[src/utbs_pkg.sv]
package utbs_pkg;

    // Data format: signed Q16.16
    localparam int DATA_W    = 32;
    localparam int FRAC_BITS = 16;
    localparam int INT_BITS  = DATA_W - FRAC_BITS;
    localparam int PROD_W    = 2 * DATA_W;

    // System size; the index ports are IDX_W bits wide
    localparam int MAX_N     = 16;
    localparam int IDX_W     = $clog2(MAX_N);
    localparam int CNT_W     = $clog2(MAX_N + 1);
    localparam int MAT_AW    = 2 * IDX_W;
    localparam int MAT_DEPTH = MAX_N * MAX_N;

    // Accumulator: shifted product plus growth over MAX_N terms and a sign
    localparam int ACC_W     = PROD_W - FRAC_BITS + CNT_W;

    // Divider step counter
    localparam int DCNT_W    = $clog2(DATA_W);

    localparam logic signed [DATA_W-1:0] SAT_MAX = {1'b0, {(DATA_W-1){1'b1}}};
    localparam logic signed [DATA_W-1:0] SAT_MIN = {1'b1, {(DATA_W-1){1'b0}}};

    // Input item actions
    typedef enum logic [1:0] {
        ACT_MAT   = 2'd0,
        ACT_RHS   = 2'd1,
        ACT_SOLVE = 2'd2
    } action_t;

    // Divider result toward the sequencer
    typedef struct packed {
        logic              done;
        logic              sat;
        logic [DATA_W-1:0] quot;
    } div_res_t;

endpackage

[src/utbs_div.sv]
module utbs_div
    import utbs_pkg::*;
(
    input  logic                     clk,
    input  logic                     rst_n,
    input  logic                     start,
    input  logic signed [ACC_W-1:0]  num,
    input  logic signed [DATA_W-1:0] den,
    output div_res_t                 res
);

    typedef enum logic [3:0] {
        D_IDLE  = 4'b0001,
        D_CHECK = 4'b0010,
        D_RUN   = 4'b0100,
        D_DONE  = 4'b1000
    } dstate_t;

    dstate_t               state_reg, state_next;
    logic [DCNT_W-1:0]     cnt_reg, cnt_next;
    logic                  neg_reg, neg_next;
    logic                  big_reg, big_next;
    logic [ACC_W-1:0]      num_mag_reg, num_mag_next;
    logic [DATA_W-1:0]     den_mag_reg, den_mag_next;
    logic [DATA_W-1:0]     rem_reg, rem_next;
    logic [DATA_W-1:0]     quo_reg, quo_next;

    logic [DATA_W:0]       rem_shift;
    logic                  rem_ge;
    logic [DATA_W-1:0]     quo_neg;

    // Control state
    always_ff @(posedge clk or negedge rst_n)
    begin
        if (!rst_n)
        begin
            state_reg <= D_IDLE;
            cnt_reg   <= '0;
        end
        else
        begin
            state_reg <= state_next;
            cnt_reg   <= cnt_next;
        end
    end

    // Datapath registers
    always_ff @(posedge clk)
    begin
        neg_reg     <= neg_next;
        big_reg     <= big_next;
        num_mag_reg <= num_mag_next;
        den_mag_reg <= den_mag_next;
        rem_reg     <= rem_next;
        quo_reg     <= quo_next;
    end

    // One restoring step: shift in the next dividend bit, subtract if it fits
    assign rem_shift = {rem_reg, quo_reg[DATA_W-1]};
    assign rem_ge    = rem_shift >= {1'b0, den_mag_reg};
    assign quo_neg   = DATA_W'(0) - quo_reg;

    always_comb
    begin
        state_next   = state_reg;
        cnt_next     = cnt_reg;
        neg_next     = neg_reg;
        big_next     = big_reg;
        num_mag_next = num_mag_reg;
        den_mag_next = den_mag_reg;
        rem_next     = rem_reg;
        quo_next     = quo_reg;
        case (state_reg)
            D_IDLE:
            begin
                if (start)
                begin
                    neg_next     = num[ACC_W-1] ^ den[DATA_W-1];
                    num_mag_next = num[ACC_W-1] ? ACC_W'(-num) : ACC_W'(num);
                    den_mag_next = den[DATA_W-1] ? DATA_W'(-den) : DATA_W'(den);
                    state_next   = D_CHECK;
                end
            end
            D_CHECK:
            begin
                // Integer part too large: saturate without iterating
                big_next = num_mag_reg >= ACC_W'({den_mag_reg, {INT_BITS{1'b0}}});
                rem_next = DATA_W'(num_mag_reg >> INT_BITS);
                quo_next = {num_mag_reg[INT_BITS-1:0], {FRAC_BITS{1'b0}}};
                cnt_next = '0;
                state_next = big_next ? D_DONE : D_RUN;
            end
            D_RUN:
            begin
                rem_next = rem_ge ? DATA_W'(rem_shift - {1'b0, den_mag_reg})
                                  : rem_shift[DATA_W-1:0];
                quo_next = {quo_reg[DATA_W-2:0], rem_ge};
                cnt_next = cnt_reg + 1'b1;
                if (cnt_reg == DCNT_W'(DATA_W - 1))
                begin
                    state_next = D_DONE;
                end
            end
            D_DONE:
            begin
                state_next = D_IDLE;
            end
            default:
            begin
                state_next = D_IDLE;
            end
        endcase
    end

    // Sign and saturation of the magnitude quotient
    always_comb
    begin
        res.done = (state_reg == D_DONE);
        if (neg_reg)
        begin
            res.sat  = big_reg || (quo_reg > SAT_MIN);
            res.quot = res.sat ? SAT_MIN : quo_neg;
        end
        else
        begin
            res.sat  = big_reg || quo_reg[DATA_W-1];
            res.quot = res.sat ? SAT_MAX : quo_reg;
        end
    end

endmodule

[config.mk]
export PLATFORM = sky130hd
export DESIGN_NAME = utbs_div
export DESIGN_NICKNAME = d
export VERILOG_FILES = /design/src/utbs_pkg.sv /design/src/utbs_div.sv
export SDC_FILE = /design/constraint.sdc
export NUM_CORES = 1
export LEC_CHECK = 0
export ABC_AREA = 1
export BUFFER_PORTS_ARGS = -buffer_cell sky130_fd_sc_hd__buf_4
export CORE_MARGIN = 2
export CORE_UTILIZATION = 51
export CTS_CLUSTER_SIZE = 24
export DETAILED_ROUTE_END_ITERATION = 16
export PLACE_DENSITY = 0.73
export SLEW_MARGIN = 20
export SYNTH_ARGS = -nofsm -noshare
export SYNTH_HDL_FRONTEND = slang
export SYNTH_SLANG_ARGS = --single-unit
[constraint.sdc]
create_clock -name clk -period 11.3 [get_ports clk]
set_input_delay 1.13 -clock clk [delete_from_list [all_inputs] [get_ports clk]]
set_output_delay 1.13 -clock clk [all_outputs]
set_load 0.01 [all_outputs]
==> flow_metrics.tcl, run 1 <==
set metrics [dict create \
    synthesis.area_um2 13470 \
    drc 0 \
    hp-class "in -> async" \
    finalHoldViolations 0 \
    cts_buffers 17 \
    routed_via_density 5.297 \
    syn_area_per_cell_um2 7.283 \
    cts_root_buf "clkbuf_16" \
    num_rows 59 \
    synth_cells 1849 \
    setup_viol 0 \
    worst_pin_slew_ns 0.9911 \
    max_freq_mhz 260.8 \
    ys_seq_area_frac 0.3535 \
    grt_pass1_vias 11510 \
    largest_reg_flops 53 \
    final-max-slew-violation-count 0 \
    first_pass_iters 7 \
    crit_start "quo_reg[1]" \
    p_per_area_nw_per_um2 169.7 \
    synth_warnings 0 \
    crit_type "reg -> out" \
    min_period_over_period 0.3393 \
    fin_area_um2 15220 \
    ir_drop_uv 114.4 \
    drt-total-wl_mm 37.11 \
    ctsHoldBuffers 0 \
    reg2reg_slack_ns 8.26 \
    synth_top_area_share 0.3367 \
    fp.dieArea_um2 27720 \
    grt_max_degree 87 \
    path_clk_slew_ns 0.07 \
    cts_tree "yes" \
    hold-worst-slack_ns 0.5088 \
    die_x_um 166.5 \
    reg2reg_from "den_mag_reg[2]" \
    grt_usage 0.2659 \
    diodes 0 \
    fin_nets 2113 \
    grt_pass1_wl_mm 58.57 \
    die_y_um 166.5 \
    vias 12200 \
    dr.first_iter.drc_count 1104 \
    status "finished clean" \
    drive_gt1_frac 0.1275 \
    synth_top_area_cell "edfxtp_1" \
    tns_ns 0 \
    wl_per_cell_um 16.11 \
    maxCapViolCount 0 \
    synth-seq-cells 160 \
    cts_sinks 160 \
    rsz0062_at_grt "false" \
    cp-end-kind "primary output" \
    syn_to_final_growth_pct 13.05 \
    initial_core_util 0.5182 \
    cts_setup_buffers 0 \
    cp_max_fo 28 \
    clk_latency_ns 0.43 \
    antenna_found_initial 0 \
    synthTopCellsByArea "edfxtp_1 34%, nand2_1 15%, inv_1 7.5%, ha_1 6.4%, xor2_1 5.8%" \
    placed_area_um2 14550 \
    critPathLaunchType "flop" \
    dp_hpwl_mm 30.03 \
    required_ns 10.17 \
    grt-ovfl-total 0 \
    h-tree-depth 4 \
    leakagePower_nw 7.143 \
    period_minus_slack_ns 3.834 \
    gp_congestion 0.9807 \
    critPathArrivalTime_ns 2.70 \
    io_buffers 121 \
    design.portCount 122 \
    syn_nets 2007 \
    timing.slew.headroom 0.3393 \
    ys_types 51 \
    ctsResizeCount 0 \
    fin_skew_ns 0.01266 \
    cts_buffer_depth 2 \
    ant_nets 0 \
    core_area_um2 25980 \
]
[cell usage after synthesis, drive strengths merged]
library cell and number:
nand2 551, nand4 33, a21oi 38, o21a 2
o21bai 1, o21ai 112, dlygate4sd1 2, fa 1
nand3b 27, inv 278, a21o 2, or2 7
clkinv 2, buf 12, nor3 31, a211oi 1
o31ai 1, dfstp 1, o22ai 2, xnor2 28
nor2 214, ha 69, nand3 138, edfxtp 151
clkbuf 25, o41ai 1, nor4 12, and2 4
nor3b 3, and3 1, a31oi 2, xor2 89
dfrtp 8
[report_power, final]
group | leakage (nW) | total [W] | internal [W] | switching (W)
registers | 1.52 | 0.000887 | 0.000814 | 0.0000729
clock network | 0.326 | 0.000654 | 0.000401 | 0.000253
logic | 5.30 | 0.00104 | 0.000362 | 0.000681
total | 7.14 | 0.00258 | 0.00158 | 0.00101
[final timing paths]
kind,end,cells after the start
worst max-delay path,res[27],11
max in group asynchronous,state_reg[0],1
min in group clk,cnt_reg[0],1
worst min register to register,cnt_reg[0],1
worst min-delay path,state_reg[1],1
worst max register to register,rem_reg[31],16
[metal layers]
metal | up-vias | track usage | wire (um)
met1 | 5549 | 0.3883 | 17120
met5 | - | 0 | 0
met2 | 425 | 0.4208 | 16770
met3 | 42 | 0.02899 | 2486
met4 | 0 | 0.07421 | 731
li1 | 6182 | - | -
[cells in the final DEF, fill, tap and decap left out, types with 4 or more instances in the layout]
cell / netlist / layout
nand2_2: 8 / 8
nor3_2: 5 / 5
xor2_1: 89 / 89
xnor2_1: 28 / 28
nand4_1: 33 / 33
nor2_2: 11 / 11
nand2_1: 538 / 538
dfrtp_1: 8 / 8
nand3_2: 6 / 7
bufinv_16: 0 / 5
nand3b_1: 7 / 7
nor2_4: 6 / 7
nand3b_2: 19 / 19
nand3_1: 132 / 131
and2_1: 4 / 4
or2_2: 7 / 7
nand2_4: 5 / 5
inv_8: 0 / 4
clkbuf_16: 0 / 17
o21ai_0: 86 / 86
ha_1: 69 / 69
inv_2: 9 / 9
nor4_1: 12 / 12
o21ai_2: 11 / 11
nor2_1: 197 / 196
a21oi_1: 36 / 36
buf_4: 0 / 126
inv_1: 269 / 269
nor3_1: 26 / 26
o21ai_1: 15 / 15
edfxtp_1: 151 / 151
[area by class of cell]
type                    instances  area (um2)
clock buffers                  17       425.4
clock inverters                15       246.5
fillers                      2433       10760
inverters                     280        1051
multi-input cells            1370        7375
flip-flops and latches        160        4761
well taps                     335       419.2
repair buffers                126       945.9
[cell families (layout without fill, tap and decap cells)]
| group | count (synthesis) | count (layout) | synth area share |
|---|---|---|---|
| AOI/OAI and AO/OA | 162 | 162 | 0.06578 |
| xor gates and xnor gates | 117 | 117 | 0.07609 |
| adders and majority gates | 70 | 70 | 0.06560 |
| buffers and inverters | 319 | 438 | 0.09979 |
| DFF | 160 | 160 | 0.3535 |
| and+or+nand+nor | 1021 | 1021 | 0.3392 |
[worst max-delay path, stage by stage, from the launching register on]
cell	delay, ns
edfxtp_1	0.42
inv_1	0.10
ha_1	0.27
nand3_2	0.19
nor2_4	0.17
nand2_2	0.08
o21ai_1	0.15
nand2_1	0.10
inv_2	0.12
nand2_4	0.20
o21ai_0	0.31
buf_4	0.17
[through the flow]
stage | setup WS [ns] | instances | util | total power [W]
after global placement | 7.947 | 2271 | 0.5600 | 0.001903
after global routing | 7.247 | 2303 | 0.5859 | 0.002747
after CTS | 7.429 | 2303 | 0.5859 | 0.002579
final | 7.466 | 2303 | 0.5859 | 0.002584
after floorplan | 6.009 | 1849 | - | 0.001621
after detailed placement | 7.902 | 2271 | 0.5600 | 0.001925
Note: power is estimated with default switching activity, not from simulation.
==> inputs of run 2 (changes only) <==
--- a/config.mk
+++ b/config.mk
@@ -11,7 +11,7 @@
 export CORE_UTILIZATION = 51
 export CTS_CLUSTER_SIZE = 24
 export DETAILED_ROUTE_END_ITERATION = 16
-export PLACE_DENSITY = 0.73
+export PLACE_DENSITY = 0.76
 export SLEW_MARGIN = 20
 export SYNTH_ARGS = -nofsm -noshare
 export SYNTH_HDL_FRONTEND = slang
==> constraint.sdc (replaced) <==
create_clock -name clk -period 3.3 [get_ports clk]
set_input_delay 0.33 -clock clk [delete_from_list [all_inputs] [get_ports clk]]
set_output_delay 0.33 -clock clk [all_outputs]
set_load 0.01 [all_outputs]
==> flow_metrics.tcl, run 2 (synthesis results as in run 1) <==
set metrics [dict create \
    grt_usage 0.2732 \
    grt_max_degree 78 \
    max_freq_mhz 324.9 \
    path_clk_slew_ns 0.08 \
    required_ns 2.97 \
    wl_per_cell_um 16.56 \
    cts_buffers 17 \
    dr.first_iter.drc_count 1110 \
    cp-end-kind "primary output" \
    pwr-share-seq 0.347 \
    crit_start "quo_reg[1]" \
    leakagePower_nw 7.157 \
    crit_type "reg -> out" \
    drc 0 \
    cts_sinks 160 \
    gp_congestion 0.9926 \
    final_cells 2309 \
    largest_reg_flops 53 \
    p_switching_w 0.003561 \
    min_path_cells 1 \
    setup_viol 0 \
    final_cell_mix "538 x nand2_1, 269 x inv_1, 196 x nor2_1" \
    hp-class "in -> reg" \
    fin_nets 2119 \
    fin_area_um2 15270 \
    finalHoldViolations 0 \
    cts_tree "yes" \
    routed_via_density 5.380 \
    die_x_um 166.5 \
    pre_cts_ws_ns 0.6045 \
    h-tree-depth 4 \
    fin_ws_ns 0.2225 \
    dp_hpwl_mm 31.05 \
    cts_root_buf "clkbuf_16" \
    cts_buffer_depth 2 \
    period_minus_slack_ns 3.077 \
    vias 12420 \
    ff2ff_path_depth 12 \
    reg2reg_from "rem_reg[27]" \
    maxCapViolCount 0 \
    switching_share 0.4077 \
    rsz0062_at_grt "false" \
    cp_max_fo 28 \
    worst_pin_slew_ns 0.9578 \
    design.portCount 122 \
    combPwrFrac 0.418 \
    min_from "num[0]" \
    placed_area_um2 14640 \
    critical-path-max-stage-delay_ns 0.43 \
    grt_pass1_vias 11770 \
    clkPwrFrac 0.235 \
    diodes 0 \
    status "finished clean" \
    critPathLaunchType "flop" \
    crit_slowest_cell "edfxtp_1" \
    initial_core_util 0.5182 \
    antenna_found_initial 0 \
    layout_commonest_cell "nand2_1" \
    fin_skew_ns 0.01350 \
    critPathArrivalTime_ns 2.75 \
    dp_cells 2276 \
    ant_nets 0 \
    path_cells "inv_1 > ha_2 > nand3_2 > nor2_4 > nand2_2 > o21ai_1 > nand2_1 > inv_2 > nand2_4 > o21ai_0 > buf_4" \
    io_buffers 121 \
    timing.slew.headroom 0.3599 \
    grt-ovfl-total 0 \
    min_period_over_period 0.9326 \
    clk_latency_ns 0.43 \
    syn_to_final_growth_pct 13.38 \
    num_rows 59 \
    drt-total-wl_mm 38.24 \
    drive_gt1_frac 0.1302 \
    tns_ns 0 \
    p_int_w 0.005175 \
    final-max-slew-violation-count 0 \
    cts_setup_buffers 0 \
    ir_drop_uv 333.1 \
    fp.dieArea_um2 27720 \
    core_area_um2 25980 \
    grt_pass1_wl_mm 60.11 \
    p_per_area_nw_per_um2 572.2 \
    nFillCells 2424 \
    first_pass_iters 5 \
    die_y_um 166.5 \
]
## run 2: changes by cell type in the layout (fill, tap and decap cells not counted), sizes merged
cell         delta
dlygate4sd3     +1
inv             +2
bufinv          -4
clkinv          +2
buf             +5
## run 2: critical path, delay by kind of cell (launching register included)
kind            cells  cell delay, ns
buf+inv             3            0.38
compound gates      2            0.45
simple gates        5            0.77
flops               1            0.43
fa+ha+maj           1            0.26
## run 2: power groups by stage
stage	registers, W	clock network, W	logic (W)
3_3_place_gp	0.00305	0	0.00353
3_5_place_dp	0.00306	0	0.00358
5_1_grt	0.00307	0.00214	0.00407
6_report	0.00303	0.00205	0.00365
4_1_cts	0.00302	0.00207	0.00361
2_1_floorplan	0.00298	0	0.00254
## run 2: final cells by class
cell class | instances | area [um2] | area share
Inverter | 280 | 1051 | 0.06884
Sequential cell | 160 | 4761 | 0.3118
Multi-Input combinational cell | 1370 | 7377 | 0.4832
Tap cell | 335 | 419.2 | 0.02745
Timing Repair Buffer | 132 | 1044 | 0.06834
Clock inverter | 15 | 191.4 | 0.01254
Clock buffer | 17 | 425.4 | 0.02786
## run 2: path summary, 6_finish.rpt
path | to | slack (ns)
hold / removal | num_mag_reg[0] | 0.09
max in group asynchronous | state_reg[0] | 2.81
setup reg to reg | rem_reg[26] | 0.67
setup / recovery | res[21] | 0.22
hold reg to reg | cnt_reg[0] | 0.52
min in group asynchronous | cnt_reg[0] | 0.28
## run 2: repair_timing
item	CTS	global route
resized for setup	0	2
hold buffers	1	0
setup endpoints to repair	0	5
hold endpoints to repair	9	0
## run 2: routing by layer
metal,wire length (um),GRT usage,vias up
li1,-,-,6200
met2,16980,0.4267,492
met3,2709,0.04135,64
met5,0,0,-
met1,17570,0.3886,5667
met4,978,0.09445,0
## run 2: per-stage QoR
step / hold WS [ns] / total power (W) / utilization
final: 0.09480 / 0.008736 / 0.5876
after global routing: 0.08442 / 0.009280 / 0.5876
after CTS: 0.08721 / 0.008698 / 0.5875
after detailed placement: 0.1603 / 0.006641 / 0.5634
after global placement: 0.1570 / 0.006583 / 0.5634
after floorplan: 0.03441 / 0.005520 / -
